### config.mk
export PLATFORM = sky130hd
export DESIGN_NAME = ring_entry_store_offset_lookup_unit
export DESIGN_NICKNAME = d
export VERILOG_FILES = /design/src/rtl/core/resol_pkg.sv /design/src/rtl/core/resol_walk.sv /design/src/rtl/core/ring_entry_store_offset_lookup_unit.sv
export SDC_FILE = /design/constraint.sdc
export NUM_CORES = 1
export LEC_CHECK = 0
export ABC_CLOCK_PERIOD_IN_PS = 11200
export BUFFER_PORTS_ARGS = -buffer_cell sky130_fd_sc_hd__buf_2
export CORE_ASPECT_RATIO = 1.5
export CORE_MARGIN = 2
export CORE_UTILIZATION = 42
export DETAILED_ROUTE_END_ITERATION = 10
export PLACE_DENSITY = 0.65
export SETUP_SLACK_MARGIN = 0.1
export SLEW_MARGIN = 20
export SYNTH_ARGS = -nofsm -noshare
export SYNTH_HDL_FRONTEND = slang
export SYNTH_SLANG_ARGS = --single-unit
### constraint.sdc
create_clock -name clk_i -period 11.2 [get_ports clk_i]
set_clock_uncertainty 0.1 [all_clocks]
set_input_delay 2.24 -clock clk_i [delete_from_list [all_inputs] [get_ports clk_i]]
set_output_delay 2.24 -clock clk_i [all_outputs]
set_load 0.005 [all_outputs]
### src/rtl/core/resol_pkg.sv
`timescale 1ns / 1ps

package resol_pkg;

  // Field widths fixed by the item format
  localparam int unsigned AddrW    = 32;
  localparam int unsigned LenW     = 16;
  localparam int unsigned TargetW  = 20;
  localparam int unsigned SlotOutW = 4;

  // Default ring depth
  localparam int unsigned SlotCountDef = 16;

  // Item action codes
  typedef enum logic {
    ACT_ADD  = 1'b0,
    ACT_FIND = 1'b1
  } action_e;

  // Walk sequencer states
  typedef enum logic {
    WK_IDLE = 1'b0,
    WK_RUN  = 1'b1
  } walk_state_e;

  // Walk outcome handed to the top level
  typedef struct packed {
    logic            done;
    logic            hit;
    logic [LenW-1:0] offset;
  } walk_status_t;

endpackage

### src/rtl/core/resol_walk.sv
`timescale 1ns / 1ps

module resol_walk #(
  parameter int unsigned SLOT_COUNT = resol_pkg::SlotCountDef
) (
  input  logic                               clk_i,
  input  logic                               rst_ni,
  input  logic                               start_i,
  input  logic [$clog2(SLOT_COUNT)-1:0]      first_idx_i,
  input  logic [$clog2(SLOT_COUNT+1)-1:0]    count_i,
  input  logic [resol_pkg::TargetW-1:0]      target_i,
  output logic                               rd_en_o,
  output logic [$clog2(SLOT_COUNT)-1:0]      rd_addr_o,
  input  logic [resol_pkg::AddrW-1:0]        rd_address_i,
  input  logic [resol_pkg::LenW-1:0]         rd_length_i,
  output logic [$clog2(SLOT_COUNT)-1:0]      hit_idx_o,
  output resol_pkg::walk_status_t            status_o,
  output logic                               busy_o
);
  import resol_pkg::*;

  localparam int unsigned IdxW = $clog2(SLOT_COUNT);
  localparam int unsigned CntW = $clog2(SLOT_COUNT + 1);
  localparam logic [IdxW-1:0] LastIdx = IdxW'(SLOT_COUNT - 1);

  walk_state_e         state_q, state_d;
  logic [IdxW-1:0]     ptr_q;
  logic [CntW-1:0]     left_q;
  logic                pend_q;
  logic [IdxW-1:0]     pend_idx_q;
  logic [TargetW-1:0]  total_q;
  logic [TargetW-1:0]  target_q;

  logic                issue;
  logic [TargetW:0]    sum;
  logic                live;
  logic                hit;
  logic                miss;
  logic [TargetW-1:0]  offset;

  // Shared accumulate and compare unit; a read left over from a finished walk counts for nothing
  always_comb begin
    live   = (state_q == WK_RUN) && pend_q && (rd_address_i != '0);
    sum    = {1'b0, total_q} + (TargetW + 1)'(rd_length_i);
    hit    = live && (sum > {1'b0, target_q});
    offset = target_q - total_q;
  end

  // Issue one slot read a cycle while entries remain
  always_comb begin
    issue = (state_q == WK_RUN) && (left_q != '0);
    miss  = (state_q == WK_RUN) && !pend_q && (left_q == '0);
  end

  // Next state
  always_comb begin
    state_d = state_q;
    unique case (state_q)
      WK_IDLE: if (start_i) state_d = WK_RUN;
      WK_RUN:  if (hit || miss) state_d = WK_IDLE;
      default: state_d = WK_IDLE;
    endcase
  end

  // Outputs
  always_comb begin
    rd_en_o         = issue;
    rd_addr_o       = ptr_q;
    hit_idx_o       = pend_idx_q;
    busy_o          = (state_q == WK_RUN);
    status_o.done   = hit || miss;
    status_o.hit    = hit;
    status_o.offset = offset[LenW-1:0];
  end

  // Control registers
  always_ff @(posedge clk_i or negedge rst_ni) begin
    if (!rst_ni) begin
      state_q <= WK_IDLE;
      left_q  <= '0;
      pend_q  <= 1'b0;
    end else begin
      state_q <= state_d;
      if (state_q == WK_IDLE && start_i) begin
        left_q <= count_i;
        pend_q <= 1'b0;
      end else begin
        pend_q <= issue;
        if (issue) left_q <= left_q - CntW'(1);
      end
    end
  end

  // Walk pointer and running total
  always_ff @(posedge clk_i) begin
    if (state_q == WK_IDLE && start_i) begin
      ptr_q    <= first_idx_i;
      total_q  <= '0;
      target_q <= target_i;
    end else begin
      if (issue) begin
        ptr_q      <= (ptr_q == LastIdx) ? '0 : ptr_q + IdxW'(1);
        pend_idx_q <= ptr_q;
      end
      if (live && !hit) total_q <= sum[TargetW-1:0];
    end
  end

  // Checks
  a_rd_only_running: assert property (@(posedge clk_i) disable iff (!rst_ni)
    rd_en_o |-> busy_o)
    else $error("slot read issued outside a walk");

  a_total_bounded: assert property (@(posedge clk_i) disable iff (!rst_ni)
    busy_o |-> total_q <= target_q)
    else $error("running total passed the target without a hit");

  a_done_ends_walk: assert property (@(posedge clk_i) disable iff (!rst_ni)
    status_o.done |=> !busy_o)
    else $error("walk did not stop after its outcome");

endmodule

### src/rtl/core/ring_entry_store_offset_lookup_unit.sv
`timescale 1ns / 1ps

// Channel  | Direction | Handshake              | Ports
// ---------+-----------+------------------------+-------------------------------------------
// item     | in        | start && !busy         | action_i entry_address_i entry_length_i
//          |           |                        | char_offset_i
// result   | out       | result_valid_o strobe  | found_o slot_index_o found_address_o
//          |           |                        | found_length_o byte_offset_o
//
// An add's result strobes in the next cycle and busy stays low.
// A find walks one slot a cycle through the single read port of the slot memory,
// and busy stays high until the walk ends; a hit ends it early, an empty ring
// ends it with a miss, and the result strobes in the cycle busy falls.
// Reset clears the pointers and the full flag; the slot memory is not swept, as a
// walk only ever reaches slots already written. The receiver cannot stall results.
module ring_entry_store_offset_lookup_unit #(
  parameter int unsigned SLOT_COUNT = resol_pkg::SlotCountDef
) (
  input  logic                            clk_i,
  input  logic                            rst_ni,
  input  logic                            start,
  output logic                            busy,
  input  logic                            action_i,
  input  logic [resol_pkg::AddrW-1:0]     entry_address_i,
  input  logic [resol_pkg::LenW-1:0]      entry_length_i,
  input  logic [resol_pkg::TargetW-1:0]   char_offset_i,
  output logic                            result_valid_o,
  output logic                            found_o,
  output logic [resol_pkg::SlotOutW-1:0]  slot_index_o,
  output logic [resol_pkg::AddrW-1:0]     found_address_o,
  output logic [resol_pkg::LenW-1:0]      found_length_o,
  output logic [resol_pkg::LenW-1:0]      byte_offset_o
);
  import resol_pkg::*;

  localparam int unsigned IdxW = $clog2(SLOT_COUNT);
  localparam int unsigned CntW = $clog2(SLOT_COUNT + 1);
  localparam logic [IdxW-1:0] LastIdx = IdxW'(SLOT_COUNT - 1);

  // Slot memory
  logic [AddrW-1:0]    slot_addr_mem [SLOT_COUNT];
  logic [LenW-1:0]     slot_len_mem  [SLOT_COUNT];
  logic [AddrW-1:0]    rd_address_q;
  logic [LenW-1:0]     rd_length_q;

  logic [IdxW-1:0]     wp_q, rp_q;
  logic                full_q;
  logic [IdxW-1:0]     wp_next, rp_next;

  logic                accept, do_add, do_find;
  logic [CntW:0]       span;
  logic [CntW-1:0]     count;

  logic                rd_en;
  logic [IdxW-1:0]     rd_addr;
  logic [IdxW-1:0]     hit_idx;
  walk_status_t        status;
  logic                walk_busy;

  logic                     valid_q;
  logic                     found_q;
  logic [IdxW-1:0]          slot_q;
  logic [AddrW-1:0]         addr_out_q;
  logic [LenW-1:0]          len_out_q;
  logic [LenW-1:0]          off_out_q;
  logic [SlotOutW+IdxW-1:0] slot_wide;

  // Accept and decode
  always_comb begin
    accept  = start && !walk_busy;
    do_add  = accept && (action_i == ACT_ADD);
    do_find = accept && (action_i == ACT_FIND);
    wp_next = (wp_q == LastIdx) ? '0 : wp_q + IdxW'(1);
    rp_next = (rp_q == LastIdx) ? '0 : rp_q + IdxW'(1);
  end

  // Live slot count for a walk
  always_comb begin
    if (wp_q >= rp_q) begin
      span = (CntW + 1)'(wp_q) - (CntW + 1)'(rp_q);
    end else begin
      span = (CntW + 1)'(wp_q) + (CntW + 1)'(SLOT_COUNT) - (CntW + 1)'(rp_q);
    end
    count = full_q ? CntW'(SLOT_COUNT) : span[CntW-1:0];
  end

  // Write one slot per add
  always_ff @(posedge clk_i) begin
    if (do_add) begin
      slot_addr_mem[wp_q] <= entry_address_i;
      slot_len_mem[wp_q]  <= entry_length_i;
    end
  end

  // Registered slot read for the walk
  always_ff @(posedge clk_i) begin
    if (rd_en) begin
      rd_address_q <= slot_addr_mem[rd_addr];
      rd_length_q  <= slot_len_mem[rd_addr];
    end
  end

  // Advance pointers; drop the oldest entry once full
  always_ff @(posedge clk_i or negedge rst_ni) begin
    if (!rst_ni) begin
      wp_q   <= '0;
      rp_q   <= '0;
      full_q <= 1'b0;
    end else if (do_add) begin
      wp_q <= wp_next;
      if (full_q) rp_q <= rp_next;
      if (wp_next == (full_q ? rp_next : rp_q)) full_q <= 1'b1;
    end
  end

  resol_walk #(
    .SLOT_COUNT (SLOT_COUNT)
  ) u_walk (
    .clk_i        (clk_i),
    .rst_ni       (rst_ni),
    .start_i      (do_find),
    .first_idx_i  (rp_q),
    .count_i      (count),
    .target_i     (char_offset_i),
    .rd_en_o      (rd_en),
    .rd_addr_o    (rd_addr),
    .rd_address_i (rd_address_q),
    .rd_length_i  (rd_length_q),
    .hit_idx_o    (hit_idx),
    .status_o     (status),
    .busy_o       (walk_busy)
  );

  // Result strobe
  always_ff @(posedge clk_i or negedge rst_ni) begin
    if (!rst_ni) begin
      valid_q <= 1'b0;
      found_q <= 1'b0;
    end else begin
      valid_q <= do_add || status.done;
      if (do_add || status.done) found_q <= !do_add && status.hit;
    end
  end

  // Result payload
  always_ff @(posedge clk_i) begin
    if (do_add) begin
      slot_q     <= wp_q;
      addr_out_q <= '0;
      len_out_q  <= '0;
      off_out_q  <= '0;
    end else if (status.done) begin
      if (status.hit) begin
        slot_q     <= hit_idx;
        addr_out_q <= rd_address_q;
        len_out_q  <= rd_length_q;
        off_out_q  <= status.offset;
      end else begin
        slot_q     <= '0;
        addr_out_q <= '0;
        len_out_q  <= '0;
        off_out_q  <= '0;
      end
    end
  end

  always_comb begin
    slot_wide       = (SlotOutW + IdxW)'(slot_q);
    busy            = walk_busy;
    result_valid_o  = valid_q;
    found_o         = found_q;
    slot_index_o    = slot_wide[SlotOutW-1:0];
    found_address_o = addr_out_q;
    found_length_o  = len_out_q;
    byte_offset_o   = off_out_q;
  end

  // Checks
  a_miss_zero: assert property (@(posedge clk_i) disable iff (!rst_ni)
    (result_valid_o && !found_o) |->
      (found_address_o == '0 && found_length_o == '0 && byte_offset_o == '0))
    else $error("non-hit result carries payload");

  a_hit_inside: assert property (@(posedge clk_i) disable iff (!rst_ni)
    (result_valid_o && found_o) |->
      (byte_offset_o < found_length_o && found_address_o != '0))
    else $error("hit offset outside entry");

  a_full_sticky: assert property (@(posedge clk_i) disable iff (!rst_ni)
    full_q |=> full_q)
    else $error("full flag cleared");

  a_rp_before_full: assert property (@(posedge clk_i) disable iff (!rst_ni)
    !full_q |-> rp_q == '0)
    else $error("read pointer moved before ring filled");

endmodule

* Yosys cells after proc, flatten, opt, wreduce, memory -nomap -nowiden
Memory sizes are Yosys's and may differ from the RTL's. A register that Yosys moved wholly into a read port is not among the register bits. Index checks and enable logic that the tools add are counted.
Word-level totals: flip-flop bits (word level) 134, RAM bits 768, memories kept 2
Memories:
- slot_addr_mem | words 16, width 32, read ports 1, clocked after Yosys merged registers in 1, write ports 1, line ring_entry_store_offset_lookup_unit.sv:41 | logic [AddrW-1:0] slot_addr_mem [SLOT_COUNT];
- slot_len_mem | words 16, width 16, read ports 1, clocked after Yosys merged registers in 1, write ports 1, line ring_entry_store_offset_lookup_unit.sv:42 | logic [LenW-1:0] slot_len_mem [SLOT_COUNT];
Cells by class: order comparisons 2, bitwise operators 3, multiplexer cells 22, reduce and logical (&&, ||, !) cells 25, add/sub/neg operators 9, eq/ne operators 4
Operators with widths (number):
- $mux 4 | 9
- $mux 16 | 2
- $mux 32 | 1
- $reduce_bool 32->1 | 1
- $add 20x16->21 | 1
- $gt 21x20->1 | 1
- $mux 5 | 4
- $sub 16x16->16 | 1
- $add 4x1->4 const B | 3
- $eq 4x4->1 const B | 3
- $logic_and 1x1->1 | 12
- $add 4x5->5 const B | 1
- $logic_not 5->1 | 1
- $mux 1 | 5
- $reduce_bool 5->1 | 1
- $sub 4x4->5 | 1
- $sub 5x1->5 const B | 1
- $sub 5x4->5 | 1
- $eq 4x4->1 | 1
- $ge 4x4->1 | 1
- $logic_not 1->1 | 4
- $reduce_and 2->1 | 2
- $reduce_bool 2->1 | 2
- $not 1->1 | 3
- 2 further kinds | 3

* Depth between registers and ports, before layout
Gate-level depths: netlist (run 1).
depth in word-level cells 6, depth in mapped cells 21, depth with buffers taken out 18

* Cells and area by module
From an unflattened synthesis (run 1), not the netlist that was laid out.
Unflattened totals: cells, all modules 1880, area total of the unflattened synthesis 37607.3 µm²
Modules (own cells, without submodules):
- ring_entry_store_offset_lookup_unit | area an instance 33230.6 µm², cells each 1382, times used 1, sequential area each 26180.1 µm²
- resol_walk | area an instance 4376.7 µm², cells each 498, times used 1, sequential area each 1416.4 µm²

* Worst setup path before layout (run 1)
Ideal clock, no wire load.
path type in2reg, start input port start, end memory slot_addr_mem[12][0] (enable), data required time 10.691 ns, library setup time 0.409 ns, path buffers 1, slack 6.449 ns, stages on the path 3, data arrival time 4.242 ns, cells stage by stage nor3b_1 clkbuf_1 and4_1
Between the ends: cells in the longest elaborated chain, start to end 4
RTL lines:
- start: declaration | line ring_entry_store_offset_lookup_unit.sv:21 | input logic start,
- $logic_and 1x1->1 | line ring_entry_store_offset_lookup_unit.sv:70 | accept = start && !walk_busy;
- $logic_and 1x1->1 | line ring_entry_store_offset_lookup_unit.sv:71 | do_add = accept && (action_i == ACT_ADD);
- $mux 1 | line ring_entry_store_offset_lookup_unit.sv:89 | if (do_add) begin
- $mux 1 (implied by the code) | line ring_entry_store_offset_lookup_unit.sv:90 | slot_addr_mem[wp_q] <= entry_address_i;
- end: declaration | line ring_entry_store_offset_lookup_unit.sv:41
No other way between the ends.

* Worst setup path after layout (run 1)
start register rd_length_q[0], read port of slot_len_mem, end register off_out_q[2] (netlist: byte_offset_o[2])
Between the ends: cells in the longest elaborated chain, start to end 4, elaborated cells on any way between the ends 5
RTL lines:
- start: declaration | line ring_entry_store_offset_lookup_unit.sv:44 | logic [LenW-1:0] rd_length_q;
- $add 20x16->21 * | line resol_walk.sv:44 | sum = {1'b0, total_q} + (TargetW + 1)'(rd_length_i);
- via u_walk.sum[18] | line resol_walk.sv:35 | logic [TargetW:0] sum;
- $gt 21x20->1 * | line resol_walk.sv:45 | hit = live && (sum > {1'b0, target_q});
- $logic_and 1x1->1 * | line resol_walk.sv:45
- $mux 16 / $logic_or 1x1->1 (equally long branches) | line ring_entry_store_offset_lookup_unit.sv:153, resol_walk.sv:71
- end signal: assignment | line ring_entry_store_offset_lookup_unit.sv:157 | off_out_q <= status.offset;
- end: declaration | line ring_entry_store_offset_lookup_unit.sv:65 | logic [LenW-1:0] off_out_q;
Mark *: on every way through the listed nets, which the timed path passes. The rest lies on a longest branch. A chain may end at the register's enable or synchronous reset.

==> results of run 1 <==
-- metal layers --
layer,track usage,share of wire
met5,0,0.0014
met4,0.08497,0.034
met3,0.02996,0.055
met2,0.3367,0.52
met1,0.2344,0.39
-- flip-flops by register name, summed over array words and instances (netlist names), 16 cells and up --
| name | cells |
|---|---|
| slot_addr_mem | 512 |
| slot_len_mem | 256 |
| rd_length_q | 16 |
| found_length_o | 16 |
| u_walk.total_q | 20 |
| byte_offset_o | 16 |
| u_walk.target_q | 20 |
| rd_address_q | 32 |
| found_address_o | 32 |
-- layout by cell type, fill, tap and decap left out, types with 13 or more instances in the layout --
| master | count |
|---|---|
| edfxtp_1 | 848 |
| mux2i_1 | 160 |
| buf_2 | 142 |
| o21ai_0 | 127 |
| mux4_2 | 96 |
| clkbuf_16 | 87 |
| dfxtp_1 | 84 |
| a21oi_1 | 80 |
| nand2_1 | 78 |
| a22o_1 | 65 |
| ha_1 | 63 |
| inv_1 | 55 |
| mux2_2 | 48 |
| a221oi_1 | 48 |
| a22oi_1 | 48 |
| nor2_1 | 40 |
| xnor2_1 | 32 |
| buf_4 | 32 |
| clkbuf_1 | 22 |
| clkinv_1 | 18 |
| dfrtp_1 | 18 |
| a21o_1 | 14 |
| and2_2 | 13 |
-- worst max-delay path: stages, from the launching register on --
cell,delay [ns]
edfxtp_1,0.40
ha_1,0.26
fa_1,0.43
a211oi_1,0.23
nor2_1,0.11
o41a_1,0.42
a211o_1,0.35
a31oi_1,0.37
nand3b_1,0.22
xnor2_1,0.15
ha_1,0.29
a2111oi_0,0.59
nand2_1,0.14
o21a_1,0.23
o21ba_4,0.21
a211oi_4,0.80
buf_4,0.67
a22o_1,0.25
-- cell type report --
type / count / area, sq um / area share
Clock buffer: 112 / 2301 / 0.05391
Inverter: 57 / 214.0 / 0.005013
Multi-Input combinational cell: 1060 / 9543 / 0.2236
Antenna cell: 4 / 10.01 / 0.0002345
Sequential cell: 950 / 27600 / 0.6466
Timing Repair Buffer: 176 / 982.2 / 0.02301
Clock inverter: 50 / 585.6 / 0.01372
Tap cell: 1156 / 1446 / 0.03389
-- power groups by stage --
stage               sequential, uW  clock [uW]  combinational, uW
floorplan                     4560           0               2730
global placement              4660           0               3740
detailed placement            4670           0               3830
CTS                           4600        3050               3840
global route                  4640        3170               4200
finish                        4600        3000               3820
-- kinds of logic (layout without fill, tap and decap cells) --
| kind of cell | count (synthesis) | after routing | share of synthesized area |
|---|---|---|---|
| other | 0 | 4 | 0 |
| AND/OR/NAND/NOR | 203 | 203 | 0.02576 |
| adder cells (fa/ha/maj) | 66 | 66 | 0.02247 |
| buffers and inverters | 164 | 395 | 0.01740 |
| flip-flops | 950 | 950 | 0.7311 |
| AO/OA/AOI/OAI | 444 | 444 | 0.07929 |
| XOR/XNOR | 43 | 43 | 0.009977 |
| multiplexers | 304 | 304 | 0.1140 |
-- how the worst max path moves through the flow --
stage              startpoint              endpoint  slack, ns  cells after the start
4_1_cts        rd_length_q[0]     found_length_o[2]       4.94                     17
2_1_floorplan           start  slot_addr_mem[12][0]       6.45                      3
5_1_grt        rd_length_q[0]      byte_offset_o[1]       4.52                     17
3_3_place_gp   rd_length_q[0]      byte_offset_o[3]       5.24                     17
3_5_place_dp   rd_length_q[0]   found_address_o[28]       4.96                     17
6_report       rd_length_q[0]      byte_offset_o[2]       4.88                     17
-- per-stage QoR --
step           hold WS (ns)  cells
2_1_floorplan        0.3244   2174
3_3_place_gp         0.3460   3399
3_5_place_dp         0.3517   3399
4_1_cts              0.3671   3561
5_1_grt              0.3848   3564
6_report             0.3633   3565
==> out/summary.log, run 1 <==
qor: status.status complete, no violations
qor: timing.timing.slew.headroom 0.2038
qor: logic_synthesis.synth_most_common_cell edfxtp_1
qor: cts.holdBufCountCts 0
qor: pwr.clkPwrFrac 0.262
qor: cts.cts_repair_resize_count 0
qor: logic_synthesis.number_of_flops_mapped_to_enable_cells_by_yosys 848
qor: floorplan.number_of_top_level_pins 143
qor: cts.cts_num_sinks 950
qor: timing.final.period_utilization 0.5639
qor: cts.cts_root_buf clkbuf_16
qor: grt.first_global_vias 20,930
qor: place.hpwlAfterDp 47,460 um
qor: cts.path_clk_slew 0.06 ns
qor: timing.tightest_slew 1.194 ns
qor: hold_path.hold-path-endpoint byte_offset_o[13]
qor: cts.cts_htree_levels 3
qor: floorplan.die-width 248.8 um
qor: pwr.p_sw_frac 0.3361
qor: logic_synthesis.yosysWarningCount 0
qor: drt.drt-total-wl 89,200 um
qor: grt.grt_start_max_net_pins 124
qor: critical_path.worst-endpoint-required 11.68 ns
qor: drt.detailroute.via_count 20,320
qor: timing.fin_setup_tns 0 ns
qor: drt.drt_drc_violations_left 0
qor: layout.layout.filler_cells 7,292
qor: cts.cts_inserted_buffers 86
qor: grt.first_pass_grt_wire_length 131,500 um
qor: floorplan.start_util 0.4240
qor: pwr.powerDensity 267.6 mW/mm^2
qor: pwr.cellInternalPower 7580 uW
qor: place.io_buffers 142
qor: place.dpl-instance-area 0.03978 sq mm
qor: pwr.total_power 11,420 uW
qor: pwr.ir_worst_vdd 0.1925 mV
qor: timing.final-max-slew-violation-count 0
qor: logic_synthesis.synth_ff_type edfxtp_1
qor: place.dp_slack 4.956 ns
qor: timing.rsz0062_at_grt no
qor: layout.relative_area_change_from_synthesis_to_final_layout 13.06%
qor: drt.antenna_violating_nets_post_route 0
qor: timing.timing_hold_violations_final 0
qor: critical_path.reg2reg_slack 4.88 ns
qor: critical_path.crit_path_start_kind register
qor: drt.avg_wl_per_cell 25.02 um
qor: critical_path.timing.rr.end byte_offset_o[2]
qor: floorplan.die_height 371.2 um
qor: grt.grt-ovfl-total 0
qor: layout.share_of_post_route_cells_with_drive_strength_above_1 0.1958
qor: critical_path.r2r_start rd_length_q[0]
qor: place.gp_congestion 0.8854
qor: cts.cts_buffer_depth 3
qor: floorplan.fp-row-count 134
qor: drt.route.detailed.vias_per_inst 5.701
qor: grt.antenna_found_initial 13
qor: critical_path.reg2reg_depth 17
qor: layout.utilization 0.4794
qor: critical_path.worst_ep_arrival_time 6.80 ns
qor: critical_path.cp_max_fo 48
qor: timing.period_minus_slack 6.315 ns
qor: pwr.power.static_leakage 0.01490 uW
qor: timing.finalSetupViolCount 0
qor: pwr.power_switching 3838 uW
qor: logic_synthesis.synth.area.top_cells edfxtp_1 (67%), mux4_2 (5.7%), dfxtp_1 (4.5%)
qor: logic_synthesis.combined_area_of_all_synthesized_cells 0.03775 sq mm
qor: logic_synthesis.synth.yosys.seq_area_share 0.7311
qor: logic_synthesis.synth.lib_cells_used.distinct 60
qor: logic_synthesis.netlist.area_leader.share 0.6746
qor: drt.drt_first_iter_violations 1,721
qor: pwr.p_comb_frac 0.335
qor: run.max-cap-violations 0
qor: logic_synthesis.synth_seq_cells 950
qor: drt.first_pass_iters 5
qor: layout.design.final.nets 2,469
qor: pwr.power.sequential.fraction 0.403
qor: grt.grt_use_total 0.1916
qor: cts.cts_post_setup_buffers_inserted 0
qor: cts.clock_latency_of_the_later_clocked_register_in_the_worst_skew_pair 0.68 ns
qor: timing.worst_slack 4.885 ns
qor: hold_path.worst_hold_path_type register to register
qor: logic_synthesis.synth.top_cells.by_count edfxtp_1 (848), mux2i_1 (160), o21ai_0 (127)
qor: floorplan.dieArea 0.09234 sq mm
qor: critical_path.end_kind register
qor: logic_synthesis.synth_top_cell_by_area edfxtp_1
qor: layout.finalInstanceArea 0.04268 sq mm
qor: hold_path.hold-path-cell-count 1
qor: logic_synthesis.asyncSetResetFlopFracSynth 0.01895
qor: logic_synthesis.synth_area_per_cell 17.36 sq um
qor: logic_synthesis.syn_inst 2,174
qor: cts.tritoncts yes
qor: floorplan.core_box_area 0.08903 sq mm
qor: logic_synthesis.synth_nets 2,312
qor: timing.maxClockFrequency 0.1583 GHz
qor: critical_path.worst_setup_path_class register to register
qor: hold_path.min_from byte_offset_o[13]
(Power assumes the default switching activity.)
==> inputs of run 2 (changes only) <==
Settings changed: ABC_AREA set to 1, ABC_CLOCK_PERIOD_IN_PS 11200 to 5300, PLACE_DENSITY 0.65 to 0.67.
Clock period 11.2 ns to 5.3 ns, I/O delays scaled along.
==> run 2 against run 1 <==
Against the previous run: worst hold slack worse by 0.13 ns; area after synthesis is 1.9% higher; global-route usage is 2.2 points higher; critical endpoint is now slot_index_o[0]; largest power group unchanged.
==> out/summary.log, run 2 <==
qor: logic_synthesis.synth_ff_type edfxtp_1
qor: timing.fin_setup_tns 0 ns
qor: timing.period_minus_slack 4.571 ns
qor: floorplan.die-width 251.1 um
qor: critical_path.reg2reg_slack 0.73 ns
qor: cts.cts_post_setup_buffers_inserted 0
qor: logic_synthesis.synth.lib_cells_used.distinct 47
qor: drt.first_pass_iters 7
qor: cts.cts_htree_levels 3
qor: floorplan.dieArea 0.09405 sq mm
qor: grt.grt_use_total 0.2131
qor: drt.detailroute.via_count 25,270
qor: logic_synthesis.number_of_flops_mapped_to_enable_cells_by_yosys 848
qor: layout.final_common_cell edfxtp_1
qor: grt.grt-ovfl-total 0
qor: cts.cts_root_buf clkbuf_16
qor: logic_synthesis.synth_seq_cells 950
qor: timing.finalSetupViolCount 0
qor: logic_synthesis.synth.area.top_cells edfxtp_1 (66%), nand2_1 (5.7%), dfxtp_1 (4.4%)
qor: logic_synthesis.combined_area_of_all_synthesized_cells 0.03846 sq mm
qor: drt.antenna_violating_nets_post_route 0
qor: grt.antenna_found_initial 16
qor: timing.worst_slack 0.7285 ns
qor: timing.maxClockFrequency 0.2187 GHz
qor: timing.timing_hold_violations_final 0
qor: cts.cts_repair_resize_count 0
qor: layout.design.final.nets 3,355
qor: timing.rsz0062_at_grt no
qor: logic_synthesis.synth_top_cell_by_area edfxtp_1
qor: critical_path.crit_path_start_kind register
qor: critical_path.worst_setup_path_class register to register
qor: place.dp_cells 4,295
qor: logic_synthesis.yosysWarningCount 0
qor: drt.avg_wl_per_cell 22.89 um
qor: timing.timing.slew.headroom 0.2276
qor: layout.layout_top_registers slot_addr_mem (512), slot_len_mem (256)
qor: cts.cts_num_sinks 950
qor: drt.drt_first_iter_violations 2,414
qor: floorplan.die_height 374.6 um
qor: floorplan.core_box_area 0.09054 sq mm
qor: grt.grt_start_max_net_pins 217
qor: layout.largest_register_ff_count 512
qor: critical_path.r2r_start rd_length_q[0]
qor: place.gp_congestion 0.9442
qor: logic_synthesis.synth_area_per_cell 12.31 sq um
qor: critical_path.reg2reg_depth 19
qor: pwr.ir_worst_vdd 0.4921 mV
qor: layout.relative_area_change_from_synthesis_to_final_layout 12.30%
qor: cts.cts_inserted_buffers 84
qor: layout.share_of_post_route_cells_with_drive_strength_above_1 0.1091
qor: grt.first_global_vias 24,230
qor: layout.finalInstanceArea 0.04319 sq mm
qor: critical_path.cp_max_fo 74
qor: timing.final-max-slew-violation-count 0
qor: logic_synthesis.synth.yosys.seq_area_share 0.7176
qor: place.io_buffers 142
qor: status.status complete, no violations
qor: layout.mostFrequentLayoutCells edfxtp_1 (848), nand2_1 (587), o21ai_0 (287), nor2_1 (259), a21oi_1 (169)
qor: logic_synthesis.synth_most_common_cell edfxtp_1
qor: logic_synthesis.synth_nets 3,262
qor: layout.top_register slot_addr_mem
qor: grt.first_pass_grt_wire_length 150,200 um
qor: timing.worst_hold_slack 0.2336 ns
qor: cts.cts_buffer_depth 3
qor: place.hpwlAfterDp 57,300 um
qor: critical_path.worst_ep_arrival_time 4.81 ns
qor: drt.drt-total-wl 101,900 um
qor: drt.route.detailed.vias_per_inst 5.678
qor: pwr.power.static_leakage 0.01550 uW
qor: run.max-cap-violations 0
qor: pwr.powerDensity 580.4 mW/mm^2
qor: floorplan.fp-row-count 135
qor: logic_synthesis.netlist.area_leader.share 0.6621
qor: drt.drt_drc_violations_left 0
qor: critical_path.timing.rr.end slot_index_o[0]
qor: cts.clock_latency_of_the_later_clocked_register_in_the_worst_skew_pair 0.68 ns
qor: timing.final.period_utilization 0.8625
qor: cts.holdBufCountCts 0
qor: layout.final_cell_count_no_fill 4,450
qor: hold_path.worst_hold_path_type input pin to asynchronous set/reset pin
qor: floorplan.number_of_top_level_pins 143
qor: cts.tritoncts yes
qor: logic_synthesis.syn_inst 3,124
qor: critical_path.end_kind register
qor: logic_synthesis.synth.top_cells.by_count edfxtp_1 (848), nand2_1 (588), o21ai_0 (287)
qor: place.dp_slack 0.8155 ns
qor: floorplan.start_util 0.4248
qor: cts.path_clk_slew 0.07 ns
qor: timing.tightest_slew 1.156 ns
qor: place.dpl-instance-area 0.04049 sq mm
qor: logic_synthesis.asyncSetResetFlopFracSynth 0.01895
qor: critical_path.setup.worst_path.start rd_length_q[0]
qor: critical_path.worst-endpoint-required 5.54 ns
[run 2: worst max-delay path by stage]
stage                                 to  slack (ns)
floorplan           slot_addr_mem[11][0]       -0.38
global placement         slot_index_o[3]        0.83
detailed placement       slot_index_o[3]        0.82
CTS                      slot_index_o[0]        0.77
global route             slot_index_o[3]        0.17
finish                   slot_index_o[0]        0.73
[run 2: cells by family after synthesis]
group	Yosys count	share of synthesized area
adders and majority gates	66	0.02206
and+or+nand+nor	1136	0.1252
DFF	950	0.7176
xor gates and xnor gates	28	0.006377
buffers and inverters	305	0.03286
AOI/OAI and AO/OA	639	0.09594
[run 2: per-stage QoR]
stage | power [uW] | util
finish | 25070 | 0.4770
global route | 26450 | 0.4770
CTS | 25060 | 0.4769
detailed placement | 19100 | 0.4472
global placement | 18960 | 0.4472
floorplan | 15880 | -
[run 2: metal layers]
layer	vias up	track usage	part of all wire
met5	-	0	0.00077
met1	12350	0.2593	0.39
met3	246	0.03859	0.076
met4	12	0.1003	0.043
li1	11590	-	-
met2	1073	0.3666	0.49
[run 2: area by class of cell]
cell class	instances	area [sq um]
Multi-Input combinational cell	1869	9746
Inverter	118	454.2
Tap cell	1164	1456
Fill cell	7796	47350
Sequential cell	950	27600
Clock inverter	44	417.9
Antenna cell	6	15.01
Timing Repair Buffer	194	1239
Clock buffer	105	2265
[run 2: report_power, final]
part | switching, uW | total [uW] | internal (uW) | leakage (uW)
Combinational | 6540 | 9380 | 2840 | 0.00560
Sequential | 542 | 9680 | 9130 | 0.00860
Clock | 2710 | 6010 | 3300 | 0.00130
[run 2: critical path: stages (launching register included)]
cell and delay [ns]:
edfxtp_1 0.40, ha_1 0.25, fa_1 0.40, nand2_1 0.09, inv_2 0.04, nand2_1 0.06
nand2_2 0.09, a21oi_1 0.28, o21ai_0 0.24, nand2_1 0.12, xor2_1 0.08, ha_1 0.30
nand2_1 0.05, inv_1 0.08, nand3_1 0.08, nor4_1 0.21, nand4_1 0.24, nand3_4 0.14
buf_4 0.62, nand3_1 0.35
